[config.mk]
export PLATFORM = sky130hd
export DESIGN_NAME = mtg_front
export DESIGN_NICKNAME = d
export VERILOG_FILES = /design/src/rtl/assert_macros.svh /design/src/rtl/mtg_pkg.sv /design/src/rtl/mtg_front.sv
export SDC_FILE = /design/constraint.sdc
export NUM_CORES = 1
export LEC_CHECK = 0
export BUFFER_PORTS_ARGS = -buffer_cell sky130_fd_sc_hd__clkbuf_2
export CAP_MARGIN = 15
export CORE_AREA = 5 5 42 44
export CTS_CLUSTER_DIAMETER = 150
export DETAILED_ROUTE_END_ITERATION = 7
export DIE_AREA = 0 0 47 49
export PLACE_DENSITY_LB_ADDON = 0.08
export SYNTH_ARGS = -nofsm -noshare
export SYNTH_HDL_FRONTEND = slang
export SYNTH_SLANG_ARGS = --single-unit
[constraint.sdc]
create_clock -name clk_i -period 1.7 [get_ports clk_i]
set_input_delay 0.255 -clock clk_i [delete_from_list [all_inputs] [get_ports clk_i]]
set_output_delay 0.255 -clock clk_i [all_outputs]
set_load 0.01 [all_outputs]
[src/rtl/assert_macros.svh]
// assertion macros used by the rtl file that carries checks
// no dependencies; include by bare file name
`ifndef ASSERT_MACROS_SVH
`define ASSERT_MACROS_SVH

// same-cycle implication, disabled while reset is asserted
`define MTG_ASSERT_NOW(label, clk, rst_n, ante, cons) \
  label: assert property (@(posedge clk) disable iff (!rst_n) (ante) |-> (cons)) \
    else $error("same-cycle check failed");

// next-cycle implication, disabled while reset is asserted
`define MTG_ASSERT_NEXT(label, clk, rst_n, ante, cons) \
  label: assert property (@(posedge clk) disable iff (!rst_n) (ante) |=> (cons)) \
    else $error("next-cycle check failed");

`endif

[src/rtl/mtg_pkg.sv]
// shared constants, types and functions of the mt19937 generator
// no dependencies; imported by every module of the block
package mtg_pkg;

  localparam int StateWords   = 624;
  localparam int MiddleOffset = 397;
  localparam int PosW         = $clog2(StateWords);
  localparam int QueueDepth   = 4;

  localparam logic [31:0] DefaultSeed = 32'd5489;
  localparam logic [31:0] InitMult    = 32'd1812433253;
  localparam logic [31:0] UpperMask   = 32'h8000_0000;
  localparam logic [31:0] LowerMask   = 32'h7fff_ffff;
  localparam logic [31:0] TwistXor    = 32'd2567483615;
  localparam logic [31:0] TemperB     = 32'd2636928640;
  localparam logic [31:0] TemperC     = 32'd4022730752;

  // one state word written by the seeding sweep
  typedef struct packed {
    logic            active;
    logic [PosW-1:0] addr;
    logic [31:0]     data;
  } mtg_fill_t;

  // twist of one word from its own upper bit, its successor and the middle word
  function automatic logic [31:0] mtg_twist(input logic [31:0] cur,
                                            input logic [31:0] nxt,
                                            input logic [31:0] mid);
    logic [31:0] y;
    logic [31:0] w;
    y = (cur & UpperMask) | (nxt & LowerMask);
    w = mid ^ (y >> 1);
    if (y[0]) begin
      w = w ^ TwistXor;
    end
    return w;
  endfunction

  // output tempering
  function automatic logic [31:0] mtg_temper(input logic [31:0] x);
    logic [31:0] w;
    w = x ^ (x >> 11);
    w = w ^ ((w << 7) & TemperB);
    w = w ^ ((w << 15) & TemperC);
    w = w ^ (w >> 18);
    return w;
  endfunction

endpackage

[src/rtl/mtg_front.sv]
// front end: accepts input beats, drops empty requests, queues pending draws
// depends on mtg_pkg
module mtg_front #(
  parameter int QDepth = mtg_pkg::QueueDepth
) (
  input  logic clk_i,
  input  logic rst_ni,
  input  logic in_valid_i,
  output logic in_stall_o,
  input  logic draw_request_i,
  input  logic seeding_i,
  input  logic issue_i,
  output logic pending_o
);
  import mtg_pkg::*;

  localparam int CntW = $clog2(QDepth + 1);

  logic [CntW-1:0] cnt_q, cnt_d;
  logic            push;

  // stall while seeding or while the queue is full
  assign in_stall_o = seeding_i || (cnt_q == CntW'(QDepth));
  assign push       = in_valid_i && !in_stall_o && draw_request_i;
  assign pending_o  = (cnt_q != '0);

  always_comb begin
    cnt_d = cnt_q;
    if (push && !issue_i) begin
      cnt_d = cnt_q + 1'b1;
    end else if (!push && issue_i) begin
      cnt_d = cnt_q - 1'b1;
    end
  end

  always_ff @(posedge clk_i or negedge rst_ni) begin
    if (!rst_ni) begin
      cnt_q <= '0;
    end else begin
      cnt_q <= cnt_d;
    end
  end

endmodule

==> impl_metrics.json <==
{
  "syn_inst": 17,
  "yosysWarningCount": 0,
  "clk_root_buffer_cell": "clkbuf_4",
  "slew_worst_pin_ns": 0.1681,
  "ff_latch_area_um2": 75.07,
  "timing.critical_path.mode_cell": "xor2_1",
  "post_drt_via_cell_ratio": 3.480,
  "synthToLayoutAreaGrowth_pct": 78.38,
  "r2r_start": "cnt_q[2]",
  "worstPathMaxFanout": 2,
  "count_of_state_elements_after_synthesis": 3,
  "cp.arrival_ns": 1.87,
  "synth.distinct_cells": 12,
  "worstSkewPairLatency_ns": 0.23,
  "synth_fp_nets": 25,
  "tritoncts.num_buffers": 3,
  "share_of_post_route_cells_with_drive_strength_above_1_pct": 61.76,
  "busiest_layer": "met4",
  "post_drt_wl_per_cell_um": 8.900,
  "worst_setup_hold_path_clk_slew_ns": 0.03,
  "place.detailed.instances": 44,
  "failed_checks": "negative setup slack",
  "iteration_0_drc_count_of_the_detailed_router": 0,
  "unrepaired_setup_endpoints_after_global_routing": "yes",
  "multi_input_comb_area_um2": 118.9,
  "finalClockSkew_ns": 0.0009877,
  "tritoncts_num_sinks": 3,
  "max_stage_delay_ns": 0.39,
  "finalWorstSetupSlack_ns": -0.02389,
  "netlist_area_um2": 185.2,
  "relSlewSlack_pct": 88.77,
  "layout.core_utilization_pct": 23.57,
  "placement_rows": 14,
  "global_route.usage.met3_pct": 1.476,
  "power_density_nw_per_um2": 1629,
  "postSynthAreaPerCell_um2": 10.89,
  "num-fill-cells": 164,
  "largest_register_ff_count": 3,
  "critical_path_startpoint": "cnt_q[2]",
  "layout_commonest_cell": "clkbuf_2",
  "core_um2": 1401,
  "largest_register": "cnt_q",
  "design.die.area_um2": 2303,
  "min_period_over_period_pct": 101.4,
  "die_h_um": 49,
  "final_cell_mix": "7 x clkbuf_2, 5 x buf_4, 3 x clkbuf_4, 3 x dfrtp_1, 2 x xor2_1",
  "detailedRoute.firstPassIterationCount": 1,
  "tritoncts_clock_tree": "built",
  "gr-usage-all-layers_pct": 4.382,
  "critical-path-slowest-cell": "dfrtp_1",
  "final-hold-violation-count": 0,
  "post_layout_nonfiller_instances": 50,
  "final.hold.worst_slack_ns": 0.3567,
  "grt_pass1_wl_um": 676,
  "tns_ns": -0.02389,
  "end_kind": "flip-flop",
  "irDropWorstVdd_mv": 0.4224,
  "num_io_pins": 8,
  "synth_seq_area_share_pct": 40.54,
  "cp_cell_sequence": "a211oi_2 -> ha_2 -> inv_2 -> fa_2 -> xor2_1 -> nor2_1 -> xor2_1",
  "critPathKind": "flip-flop to flip-flop",
  "initial_core_util_pct": 13.21,
  "grt_remaining_overflow": 0,
  "global_route.usage.met1_pct": 5.111,
  "fin_nets": 43,
  "grt_use_met2_pct": 5.204,
  "path_buf_inv": 1,
  "maxCapViolations": 0,
  "via_count": 174,
  "antennaDiodeCount": 0,
  "floorplan.die.width_um": 47,
  "gpl.final_weighted_congestion": 0.6440,
  "timing.hold.worst.class": "input pin to async pin",
  "final-max-slew-violation-count": 0,
  "startpoint_kind_of_the_worst_setup_timing_path": "flip-flop",
  "drc": 0,
  "result_of_the_run": "complete, but fails checks",
  "cp.required_ns": 1.84,
  "final_antenna_net_count": 0,
  "grt_start_max_net_pins": 4,
  "portBuffers": 7,
  "first_global_vias": 179,
  "htree_num_levels": 1,
  "p_leak_nw": 0.1628,
  "clock_tree.buffer_depth": 2,
  "top_regs": "cnt_q x3",
  "setup_viol_count_final": 1,
  "antenna_found_initial": 0,
  "finalCriticalPeriod_ns": 1.724,
  "max_clock_freq_mhz": 580.1,
  "routed_wl_um": 445,
  "cp_top_family": "adder cells"
}
-- area by class of cell --
type | instances | area share (%)
Multi-Input combinational cell | 12 | 35.98
Timing Repair Buffer | 13 | 25.00
Clock buffer | 4 | 7.955
Inverter | 2 | 2.273
Sequential cell | 3 | 22.73
Tap cell | 16 | 6.061
-- per-layer routing --
| metal | vias to the layer above | part of all wire (%) |
|---|---|---|
| met3 | 0 | 14 |
| met5 | - | 0 |
| met1 | 77 | 42 |
| li1 | 90 | - |
| met4 | 0 | 0 |
| met2 | 7 | 43 |
-- report_power, final --
group          internal (mW)  switching [mW]
combinational          0.161           0.119
clock                 0.0877          0.0334
sequential             0.111          0.0260
-- worst paths after layout --
kind | endpoint | slack [ns] | depth (start not counted)
min reg2reg | cnt_q[2] | 0.60 | 2
min | cnt_q[1] | 0.36 | 2
max reg2reg | cnt_q[2] | -0.02 | 7
max | cnt_q[2] | -0.02 | 7
min in group clk_i | cnt_q[0] | 0.45 | 4
max in group asynchronous | cnt_q[2] | 1.24 | 2
-- what timing repair did --
item,CTS,global route
resized for setup,1,2
hold endpoints to repair,3,0
endpoints found under the setup margin,2,2
pin swaps,3,2
hold buffers,1,0
buffers inserted,0,1
-- synthesized netlist by cell type, drive strengths merged --
master,n,area [um2]
nor2,2,7.510
xor2,2,17.52
a211oi,1,7.510
mux2,1,11.26
fa,1,20.02
or3,1,6.260
inv,2,7.510
xnor2,1,8.760
nand2,1,3.750
ha,1,12.51
a21o,1,7.510
dfrtp,3,75.07
-- through the flow --
stage	area (um2)	setup WS, ns	power [mW]
4_1_cts	316.6	-0.05501	0.5143
3_5_place_dp	275.3	-0.09194	0.3758
5_1_grt	330.3	-0.09586	0.5813
6_report	330.3	-0.02389	0.5382
3_3_place_gp	275.3	-0.1107	0.3828
2_1_floorplan	190.2	-0.02350	0.2617
-- logic make-up after synthesis --
kind of cell	share of synthesized area, %
simple gates	9.461
flops	40.54
compound gates	8.111
mux	6.081
buf+inv	4.056
xor+xnor	14.19
fa+ha+maj	17.57
Power figures use the tool's default switching activity.
