$ cat src/rtl/assert_macros.svh
// assertion macros used by the rtl file that carries checks
// no dependencies; include by bare file name
`ifndef ASSERT_MACROS_SVH
`define ASSERT_MACROS_SVH

// same-cycle implication, disabled while reset is asserted
`define MTG_ASSERT_NOW(label, clk, rst_n, ante, cons) \
  label: assert property (@(posedge clk) disable iff (!rst_n) (ante) |-> (cons)) \
    else $error("same-cycle check failed");

// next-cycle implication, disabled while reset is asserted
`define MTG_ASSERT_NEXT(label, clk, rst_n, ante, cons) \
  label: assert property (@(posedge clk) disable iff (!rst_n) (ante) |=> (cons)) \
    else $error("next-cycle check failed");

`endif

$ cat src/rtl/mtg_pkg.sv
// shared constants, types and functions of the mt19937 generator
// no dependencies; imported by every module of the block
package mtg_pkg;

  localparam int StateWords   = 624;
  localparam int MiddleOffset = 397;
  localparam int PosW         = $clog2(StateWords);
  localparam int QueueDepth   = 4;

  localparam logic [31:0] DefaultSeed = 32'd5489;
  localparam logic [31:0] InitMult    = 32'd1812433253;
  localparam logic [31:0] UpperMask   = 32'h8000_0000;
  localparam logic [31:0] LowerMask   = 32'h7fff_ffff;
  localparam logic [31:0] TwistXor    = 32'd2567483615;
  localparam logic [31:0] TemperB     = 32'd2636928640;
  localparam logic [31:0] TemperC     = 32'd4022730752;

  // one state word written by the seeding sweep
  typedef struct packed {
    logic            active;
    logic [PosW-1:0] addr;
    logic [31:0]     data;
  } mtg_fill_t;

  // twist of one word from its own upper bit, its successor and the middle word
  function automatic logic [31:0] mtg_twist(input logic [31:0] cur,
                                            input logic [31:0] nxt,
                                            input logic [31:0] mid);
    logic [31:0] y;
    logic [31:0] w;
    y = (cur & UpperMask) | (nxt & LowerMask);
    w = mid ^ (y >> 1);
    if (y[0]) begin
      w = w ^ TwistXor;
    end
    return w;
  endfunction

  // output tempering
  function automatic logic [31:0] mtg_temper(input logic [31:0] x);
    logic [31:0] w;
    w = x ^ (x >> 11);
    w = w ^ ((w << 7) & TemperB);
    w = w ^ ((w << 15) & TemperC);
    w = w ^ (w >> 18);
    return w;
  endfunction

endpackage

$ cat src/rtl/mtg_seeder.sv
// seeding sweep: fills the state memory by the init recurrence, one word a cycle
// depends on mtg_pkg
module mtg_seeder (
  input  logic              clk_i,
  input  logic              rst_ni,
  input  logic              seed_word_we_i,
  input  logic [31:0]       seed_word_i,
  output mtg_pkg::mtg_fill_t fill_o
);
  import mtg_pkg::*;

  localparam logic [PosW-1:0] LastIdx = PosW'(StateWords - 1);

  logic            busy_q, busy_d;
  logic [PosW-1:0] idx_q, idx_d;
  logic [31:0]     word_q, word_d;
  logic [31:0]     mix;
  logic [31:0]     prod;

  // next word of the recurrence
  always_comb begin
    mix  = word_q ^ (word_q >> 30);
    prod = InitMult * mix;
  end

  always_comb begin
    busy_d = busy_q;
    idx_d  = idx_q;
    word_d = word_q;
    if (seed_word_we_i) begin
      busy_d = 1'b1;
      idx_d  = '0;
      word_d = seed_word_i;
    end else if (busy_q) begin
      idx_d  = idx_q + 1'b1;
      word_d = prod + 32'(idx_q) + 32'd1;
      if (idx_q == LastIdx) begin
        busy_d = 1'b0;
      end
    end
  end

  // sweep starts again from the default seed on reset
  always_ff @(posedge clk_i or negedge rst_ni) begin
    if (!rst_ni) begin
      busy_q <= 1'b1;
      idx_q  <= '0;
      word_q <= DefaultSeed;
    end else begin
      busy_q <= busy_d;
      idx_q  <= idx_d;
      word_q <= word_d;
    end
  end

  assign fill_o.active = busy_q;
  assign fill_o.addr   = idx_q;
  assign fill_o.data   = word_q;

endmodule

$ cat config.mk
export PLATFORM = sky130hd
export DESIGN_NAME = mtg_seeder
export DESIGN_NICKNAME = d
export VERILOG_FILES = /design/src/rtl/assert_macros.svh /design/src/rtl/mtg_pkg.sv /design/src/rtl/mtg_seeder.sv
export SDC_FILE = /design/constraint.sdc
export NUM_CORES = 1
export LEC_CHECK = 0
export ABC_AREA = 1
export ABC_CLOCK_PERIOD_IN_PS = 5160
export BUFFER_PORTS_ARGS = -buffer_cell sky130_fd_sc_hd__buf_4
export CORE_MARGIN = 4
export CORE_UTILIZATION = 58
export CTS_BUF_LIST = sky130_fd_sc_hd__clkbuf_8
export DETAILED_ROUTE_END_ITERATION = 8
export PLACE_DENSITY = 0.9
export SLEW_MARGIN = 30
export SYNTH_ARGS = -nofsm -noshare
export SYNTH_HDL_FRONTEND = slang
export SYNTH_SLANG_ARGS = --single-unit
$ cat constraint.sdc
create_clock -name clk_i -period 5.16 [get_ports clk_i]
set_input_delay 1.032 -clock clk_i [delete_from_list [all_inputs] [get_ports clk_i]]
set_output_delay 1.032 -clock clk_i [all_outputs]
set_load 0.01 [all_outputs]
==> results of run 1 <==
worst max-delay path: cells and delay by family (launching register included):
kind	cells	cell delay (ns)
xor+xnor	2	0.32
simple gates	4	0.67
fa+ha+maj	9	3.29
buf+inv	7	0.78
flops	1	0.57
compound gates	4	0.74
worst max-delay path by stage:
stage / startpoint / end / slack (ns) / cells past startpoint
floorplan: word_q[0]$_DFFE_PN1P_ / word_q[29]$_DFFE_PN0P_ / -0.35 / 25
global placement: word_q[12]$_DFFE_PN1P_ / word_q[24]$_DFFE_PN0P_ / -0.67 / 21
detailed placement: word_q[10]$_DFFE_PN1P_ / word_q[24]$_DFFE_PN0P_ / -0.73 / 22
CTS: word_q[0]$_DFFE_PN1P_ / word_q[24]$_DFFE_PN0P_ / -0.58 / 25
global route: word_q[0]$_DFFE_PN1P_ / word_q[20]$_DFFE_PN0P_ / -1.41 / 25
finish: word_q[0]$_DFFE_PN1P_ / word_q[20]$_DFFE_PN0P_ / -1.28 / 26
sequential cells by signal, summed over array words and instances (netlist names):
register and flops:
busy_q 1, word_q 32, idx_q 10
area by class of cell:
| cell class | instances | area [sq um] |
|---|---|---|
| Clock buffer | 5 | 68.8 |
| Tap cell | 229 | 287 |
| Fill cell | 1013 | 3780 |
| Multi-Input combinational cell | 818 | 9450 |
| Clock inverter | 3 | 67.6 |
| Inverter | 330 | 1240 |
| Sequential cell | 43 | 1100 |
| Timing Repair Buffer | 249 | 2030 |
placed cells by master (no fill, tap or decap), types with 19 or more instances in the layout:
cell type	count
ha_1	190
a22oi_1	21
a21oi_2	19
dfrtp_1	26
nand2_1	128
inv_2	20
buf_4	224
nor2_1	23
fa_1	151
nand3_1	30
inv_1	309
a21oi_1	21
ha_4	42
what timing repair did:
action / in CTS / in global routing
buffers inserted: 13 / 15
gates resized for setup: 108 / 86
pin swaps: 47 / 53
endpoints found under the setup margin: 21 / 23
cloned: 0 / 0
logic make-up (layout without fill, tap and decap cells):
group	Yosys count	count (layout)	share of synthesized area [%]
AOI/OAI and AO/OA	147	147	8.69
xor gates and xnor gates	25	25	2.12
adders and majority gates	392	392	56.7
buffers and inverters	341	587	12.1
DFF	43	43	10.2
and+or+nand+nor	254	254	10.2
metal layers:
| layer | track usage, % | wire length [microns] | vias up |
|---|---|---|---|
| li1 | - | - | 4277 |
| met1 | 39.9 | 13500 | 4839 |
| met3 | 6.72 | 4540 | 366 |
| met2 | 63.4 | 19100 | 818 |
| met5 | 0 | 0 | - |
| met4 | 20.8 | 4010 | 0 |
stage by stage:
step	util (%)	cell area [sq um]	instances	hold WS [ns]
4_1_cts	76.1	13700	1665	0.575
6_report	79.0	14200	1677	0.572
2_1_floorplan	-	11000	1202	0.550
3_3_place_gp	72.0	13000	1645	0.548
3_5_place_dp	72.0	13000	1645	0.559
5_1_grt	79.0	14200	1677	0.615
Yosys cell counts, types with 3 or more instances:
cell | count | area [sq um]
clkbuf_1 | 7 | 26.3
a21o_1 | 7 | 52.6
nor3_1 | 8 | 40.0
o21ai_2 | 5 | 43.8
inv_1 | 330 | 1240
nor2_1 | 40 | 150
buf_4 | 3 | 22.5
nor2_2 | 3 | 18.8
ha_1 | 238 | 2980
o21bai_1 | 4 | 30.0
a21oi_2 | 6 | 52.6
dfrtp_1 | 35 | 876
o211ai_1 | 10 | 75.1
dfstp_2 | 8 | 210
nand3_1 | 36 | 180
fa_1 | 154 | 3080
a31oi_1 | 4 | 25.0
a21oi_1 | 42 | 210
xor2_1 | 10 | 87.6
nand3b_1 | 3 | 22.5
nand4_1 | 8 | 50.1
a22oi_1 | 21 | 158
xnor2_1 | 14 | 123
nand2_1 | 144 | 541
o21ai_1 | 9 | 45.0
o21ai_0 | 30 | 150
or2_1 | 4 | 25.0
==> flow_metrics.env, run 1 <==
export IMPL_yosysUniqueCellTypes=42
export IMPL_cts_hold_buf=0
export IMPL_fmax_ghz=0.155
export IMPL_grt_first_pass_wirelength_microns=55600
export IMPL_yosys_warnings=0
export IMPL_arrival_ns=6.74
export IMPL_r2r_cells=26
export IMPL_reg2reg_to="word_q[20]$_DFFE_PN0P_"
export IMPL_drtAntennaViolNets=0
export IMPL_cts_buffers=5
export IMPL_die_w_microns=144
export IMPL_hold_path_end="idx_q[5]$_DFFE_PN0P_"
export IMPL_cp_max_fo=5
export IMPL_fp_dieH_microns=144
export IMPL_vias=10300
export IMPL_async_reset_ff_share_pct=100
export IMPL_hold_path_cell_count=1
export IMPL_grt_max_degree=44
export IMPL_syn_to_final_growth_pct=33.3
export IMPL_num_rows=49
export IMPL_yosysSeqAreaShare_pct=10.2
export IMPL_drv_slew=0
export IMPL_slowest_delay_ns=0.57
export IMPL_slew_headroom_pct=55.8
export IMPL_min_period_ns=6.44
export IMPL_ys_ff_latch=43
export IMPL_hold_start="idx_q[5]$_DFFE_PN0P_"
export IMPL_status="complete, but fails checks"
export IMPL_cts_root_buffer="clkbuf_8"
export IMPL_clock_skew_ns=0.00761
export IMPL_synth_edff_count=0
export IMPL_cts_tree="built"
export IMPL_cp_required_ns=5.45
export IMPL_path_clk_slew_ns=0.11
export IMPL_grt_pass1_vias=10600
export IMPL_start_util_pct=59.3
export IMPL_grt_antenna_before_repair=1
export IMPL_rr_startpoint="word_q[0]$_DFFE_PN1P_"
export IMPL_final_setup_tns_ns=-15.39
export IMPL_setup_viol=22
export IMPL_vias_per_cell=6.14
export IMPL_fp_dieArea_sq_mm=0.0207
export IMPL_core_sq_mm=0.0180
export IMPL_gp_congestion=0.967
export IMPL_drc=0
export IMPL_io_buffers=77
export IMPL_cp_slowest_cell="dfstp_2"
export IMPL_final_nets=1874
export IMPL_cts_buffer_depth=2
export IMPL_grt_usage_pct=35.7
export IMPL_synth_flop_cell="dfrtp_1"
export IMPL_worstHoldPathType="register to register"
export IMPL_netlist_area_sq_mm=0.0107
export IMPL_ctsHtreeMaxLevel=2
export IMPL_pin_count=78
export IMPL_worstSetupStartpointType="register"
export IMPL_violations="negative setup slack"
export IMPL_fin_crit_sh_pct=125
export IMPL_first_iter_violations=992
export IMPL_avgSynthCellArea_sq_um=8.89
export IMPL_hold_viol_final=0
export IMPL_syn_num_nets=1629
export IMPL_post_place_ws_ns=-0.730
export IMPL_insertedDiodeCount=0
export IMPL_dpl_hpwl_microns=28900
export IMPL_overflow=0
export IMPL_cts_sinks=43
export IMPL_setup_ws_ns=-1.28
export IMPL_clock_latency_ns=0.35
export IMPL_synth_cells=1202
export IMPL_cap_viol_max_count=0
export IMPL_grt_setup_unrepaired="yes"
export IMPL_r2r_slack_ns=-1.28
export IMPL_firstDrtPassIters=9
export IMPL_drive_gt1_share_pct=31.7
export IMPL_path_class="register to register"
export IMPL_end_kind="register"
export IMPL_totalWireLength_microns=41100
export IMPL_wl_per_cell_microns=24.5
export IMPL_tightest_slew_ns=0.663
Power of run 1 is not shown: default switching activity piles up to over one toggle a cycle in this logic, so the estimate is an artifact.
==> inputs of run 2 (changes only) <==
--- a/config.mk
+++ b/config.mk
@@ -5,13 +5,13 @@
 export SDC_FILE = /design/constraint.sdc
 export NUM_CORES = 1
 export LEC_CHECK = 0
-export ABC_AREA = 1
 export ABC_CLOCK_PERIOD_IN_PS = 5160
 export BUFFER_PORTS_ARGS = -buffer_cell sky130_fd_sc_hd__buf_4
 export CORE_MARGIN = 4
 export CORE_UTILIZATION = 58
 export CTS_BUF_LIST = sky130_fd_sc_hd__clkbuf_8
 export DETAILED_ROUTE_END_ITERATION = 8
+export MAX_ROUTING_LAYER = met4
 export PLACE_DENSITY = 0.9
 export SLEW_MARGIN = 30
 export SYNTH_ARGS = -nofsm -noshare
==> run 2 against run 1 <==
The run still ends with negative setup slack left; synthesized cell count fell by 14%; utilization fell by 5.2 points; non-clock buffer count shrank 28; hold slack improved by 0.076 ns; clock-buffer cell count did not move.
==> flow_metrics.env, run 2 <==
export IMPL_status="complete, but fails checks"
export IMPL_violations="negative setup slack"
export IMPL_hold_start="idx_q[6]$_DFFE_PN0P_"
export IMPL_cts_sinks=43
export IMPL_yosys_top_cells_count="inv_1, ha_1, fa_1"
export IMPL_core_sq_mm=0.0174
export IMPL_grt_max_degree=78
export IMPL_fin_util_pct=73.8
export IMPL_synth_edff_count=0
export IMPL_final_common_cell="inv_1"
export IMPL_vias_per_cell=5.73
export IMPL_clock_latency_ns=0.35
export IMPL_crit_end="word_q[27]$_DFFE_PN0P_"
export IMPL_die_w_microns=141
export IMPL_drc=0
export IMPL_grt_antenna_before_repair=0
export IMPL_cts_buffer_depth=2
export IMPL_drt_met1_wl_microns=11700
export IMPL_end_kind="register"
export IMPL_placed_cells=1452
export IMPL_setup_ws_ns=-1.14
export IMPL_arrival_ns=6.49
export IMPL_cp_slowest_cell="dfstp_2"
export IMPL_largest_reg_flops=32
export IMPL_ys_top_cells_by_area="fa_1, ha_1, inv_1, dfrtp_1, xnor2_1"
export IMPL_cts_buffers=5
export IMPL_post_place_ws_ns=-1.14
export IMPL_path_class="register to register"
export IMPL_yosysSeqAreaShare_pct=10.6
export IMPL_netlist_area_sq_mm=0.0103
export IMPL_gp_congestion=1.02
export IMPL_r2r_cells=25
export IMPL_fp_dieArea_sq_mm=0.0199
export IMPL_ctsHtreeMaxLevel=2
export IMPL_fmax_ghz=0.159
export IMPL_insertedDiodeCount=0
export IMPL_io_buffers=77
export IMPL_num_rows=48
export IMPL_clock_skew_ns=0.0123
export IMPL_min_period_ns=6.30
export IMPL_overflow=0
export IMPL_synth_cells=1029
export IMPL_crit_start="word_q[0]$_DFFE_PN1P_"
export IMPL_drtAntennaViolNets=0
export IMPL_setup_viol=22
export IMPL_largestRegisters="word_q x32, idx_q x10, busy_q x1"
export IMPL_cp_required_ns=5.36
export IMPL_slowest_delay_ns=0.59
export IMPL_async_reset_ff_share_pct=100
export IMPL_largest_register="word_q"
export IMPL_rr_startpoint="word_q[0]$_DFFE_PN1P_"
export IMPL_path_clk_slew_ns=0.10
export IMPL_fin_crit_sh_pct=122
export IMPL_reg2reg_to="word_q[27]$_DFFE_PN0P_"
export IMPL_drv_slew=0
export IMPL_fp_dieH_microns=141
export IMPL_avgSynthCellArea_sq_um=10.0
export IMPL_cp_max_fo=3
export IMPL_worstSetupStartpointType="register"
export IMPL_syn_num_nets=1456
export IMPL_tightest_slew_ns=0.791
export IMPL_cts_tree="built"
export IMPL_slew_headroom_pct=47.3
export IMPL_ys_ff_latch=43
export IMPL_grt_first_pass_wirelength_microns=50000
export IMPL_wl_met3_microns=2300
export IMPL_worstHoldPathType="register to register"
export IMPL_grt_usage_pct=33.5
export IMPL_final_cell_mix="inv_1, buf_4, ha_1, fa_1, xnor2_1"
export IMPL_yosys_warnings=0
export IMPL_grt_setup_unrepaired="yes"
export IMPL_start_util_pct=59.3
export IMPL_synth_flop_cell="dfrtp_1"
export IMPL_wl_per_cell_microns=21.3
export IMPL_cap_viol_max_count=0
export IMPL_drive_gt1_share_pct=25.9
export IMPL_routed_top_layer="met4"
export IMPL_cpMostUsedCell="fa_1"
export IMPL_firstDrtPassIters=5
export IMPL_dpl_hpwl_microns=25100
export IMPL_hold_viol_final=0
export IMPL_pin_count=78
export IMPL_vias=8422
export IMPL_final_setup_tns_ns=-17.56
export IMPL_yosysMostFrequentCell="inv_1"
export IMPL_wl_met2_microns=15500
export IMPL_totalWireLength_microns=31200
export IMPL_synth_largest_area_cell="fa_1"
export IMPL_path_delay_family="adder cells"
export IMPL_cts_root_buffer="clkbuf_8"
export IMPL_critPathBufInv=5
export IMPL_layout_cells_non_filler=1469
export IMPL_yosysUniqueCellTypes=55
export IMPL_grt_pass1_vias=9479
export IMPL_syn_to_final_growth_pct=24.5
export IMPL_final_nets=1670
export IMPL_synth_top_area_share_pct=30.0
export IMPL_r2r_slack_ns=-1.14
export IMPL_first_iter_violations=582
export IMPL_cp_num_cells=25
run 2: cell count changes in the layout (fill, tap and decap cells not counted), sizes merged, moves of 19 or more:
| cell | delta |
|---|---|
| nand2 | -110 |
| inv | -58 |
| xnor2 | +37 |
| nand3 | -32 |
| buf | -28 |
| a21oi | -21 |
| mux2i | +20 |
| a22oi | -19 |
| nor2 | -19 |
run 2: worst min-delay path, cell delays in order (launching register included):
cell and delay [ns]:
dfrtp_1 0.42, nand4_1 0.09, a21o_1 0.11
run 2: how the worst min path moves through the flow:
stage	end	slack [ns]	cells after the start
after floorplan	word_q[28]$_DFFE_PN0P_	0.59	2
after global placement	word_q[28]$_DFFE_PN0P_	0.59	2
after detailed placement	word_q[28]$_DFFE_PN0P_	0.62	2
after CTS	word_q[28]$_DFFE_PN0P_	0.64	2
final	busy_q$_DFF_PN1_	0.65	2
after global routing	busy_q$_DFF_PN1_	0.69	2
run 2: kinds of logic (layout without fill, tap and decap cells):
| kind of cell | count (synthesis) | count (layout) | synth area share [%] |
|---|---|---|---|
| and+or+nand+nor | 105 | 105 | 4.94 |
| muxes | 20 | 20 | 1.95 |
| buffers and inverters | 285 | 500 | 10.4 |
| xor gates and xnor gates | 68 | 68 | 5.79 |
| adders and majority gates | 392 | 392 | 58.9 |
| AOI/OAI and AO/OA | 116 | 116 | 7.42 |
| DFF | 43 | 43 | 10.6 |
run 2: layout make-up:
| class | count | area [sq um] |
|---|---|---|
| clock buffer | 5 | 68.8 |
| clock inverter | 3 | 47.5 |
| fill | 1109 | 4550 |
| inverter | 271 | 1020 |
| multi-input combinational | 701 | 8620 |
| sequential | 43 | 1100 |
| tap | 225 | 282 |
| timing repair buffer | 221 | 1680 |
run 2: routing by layer:
metal,global-route usage (%),vias to the layer above
met3,4.78,126
met5,-,-
met4,15.3,0
li1,-,3700
met1,40.6,4158
met2,55.6,438
run 2: per-stage QoR:
stage,instance area (sq um),hold WS [ns]
CTS,12800,0.642
global placement,12400,0.587
global route,12800,0.690
floorplan,10600,0.587
finish,12800,0.648
detailed placement,12400,0.617
run 2: timing repair:
item                                   4_1_cts  5_1_grt
hold buffers                                 0        0
resized for setup                           44        7
pin swaps                                   27       20
setup endpoints to repair                   21       23
endpoints found under the hold margin        0        0
setup buffers                                8        3
Power of run 2 is left out for the same reason.
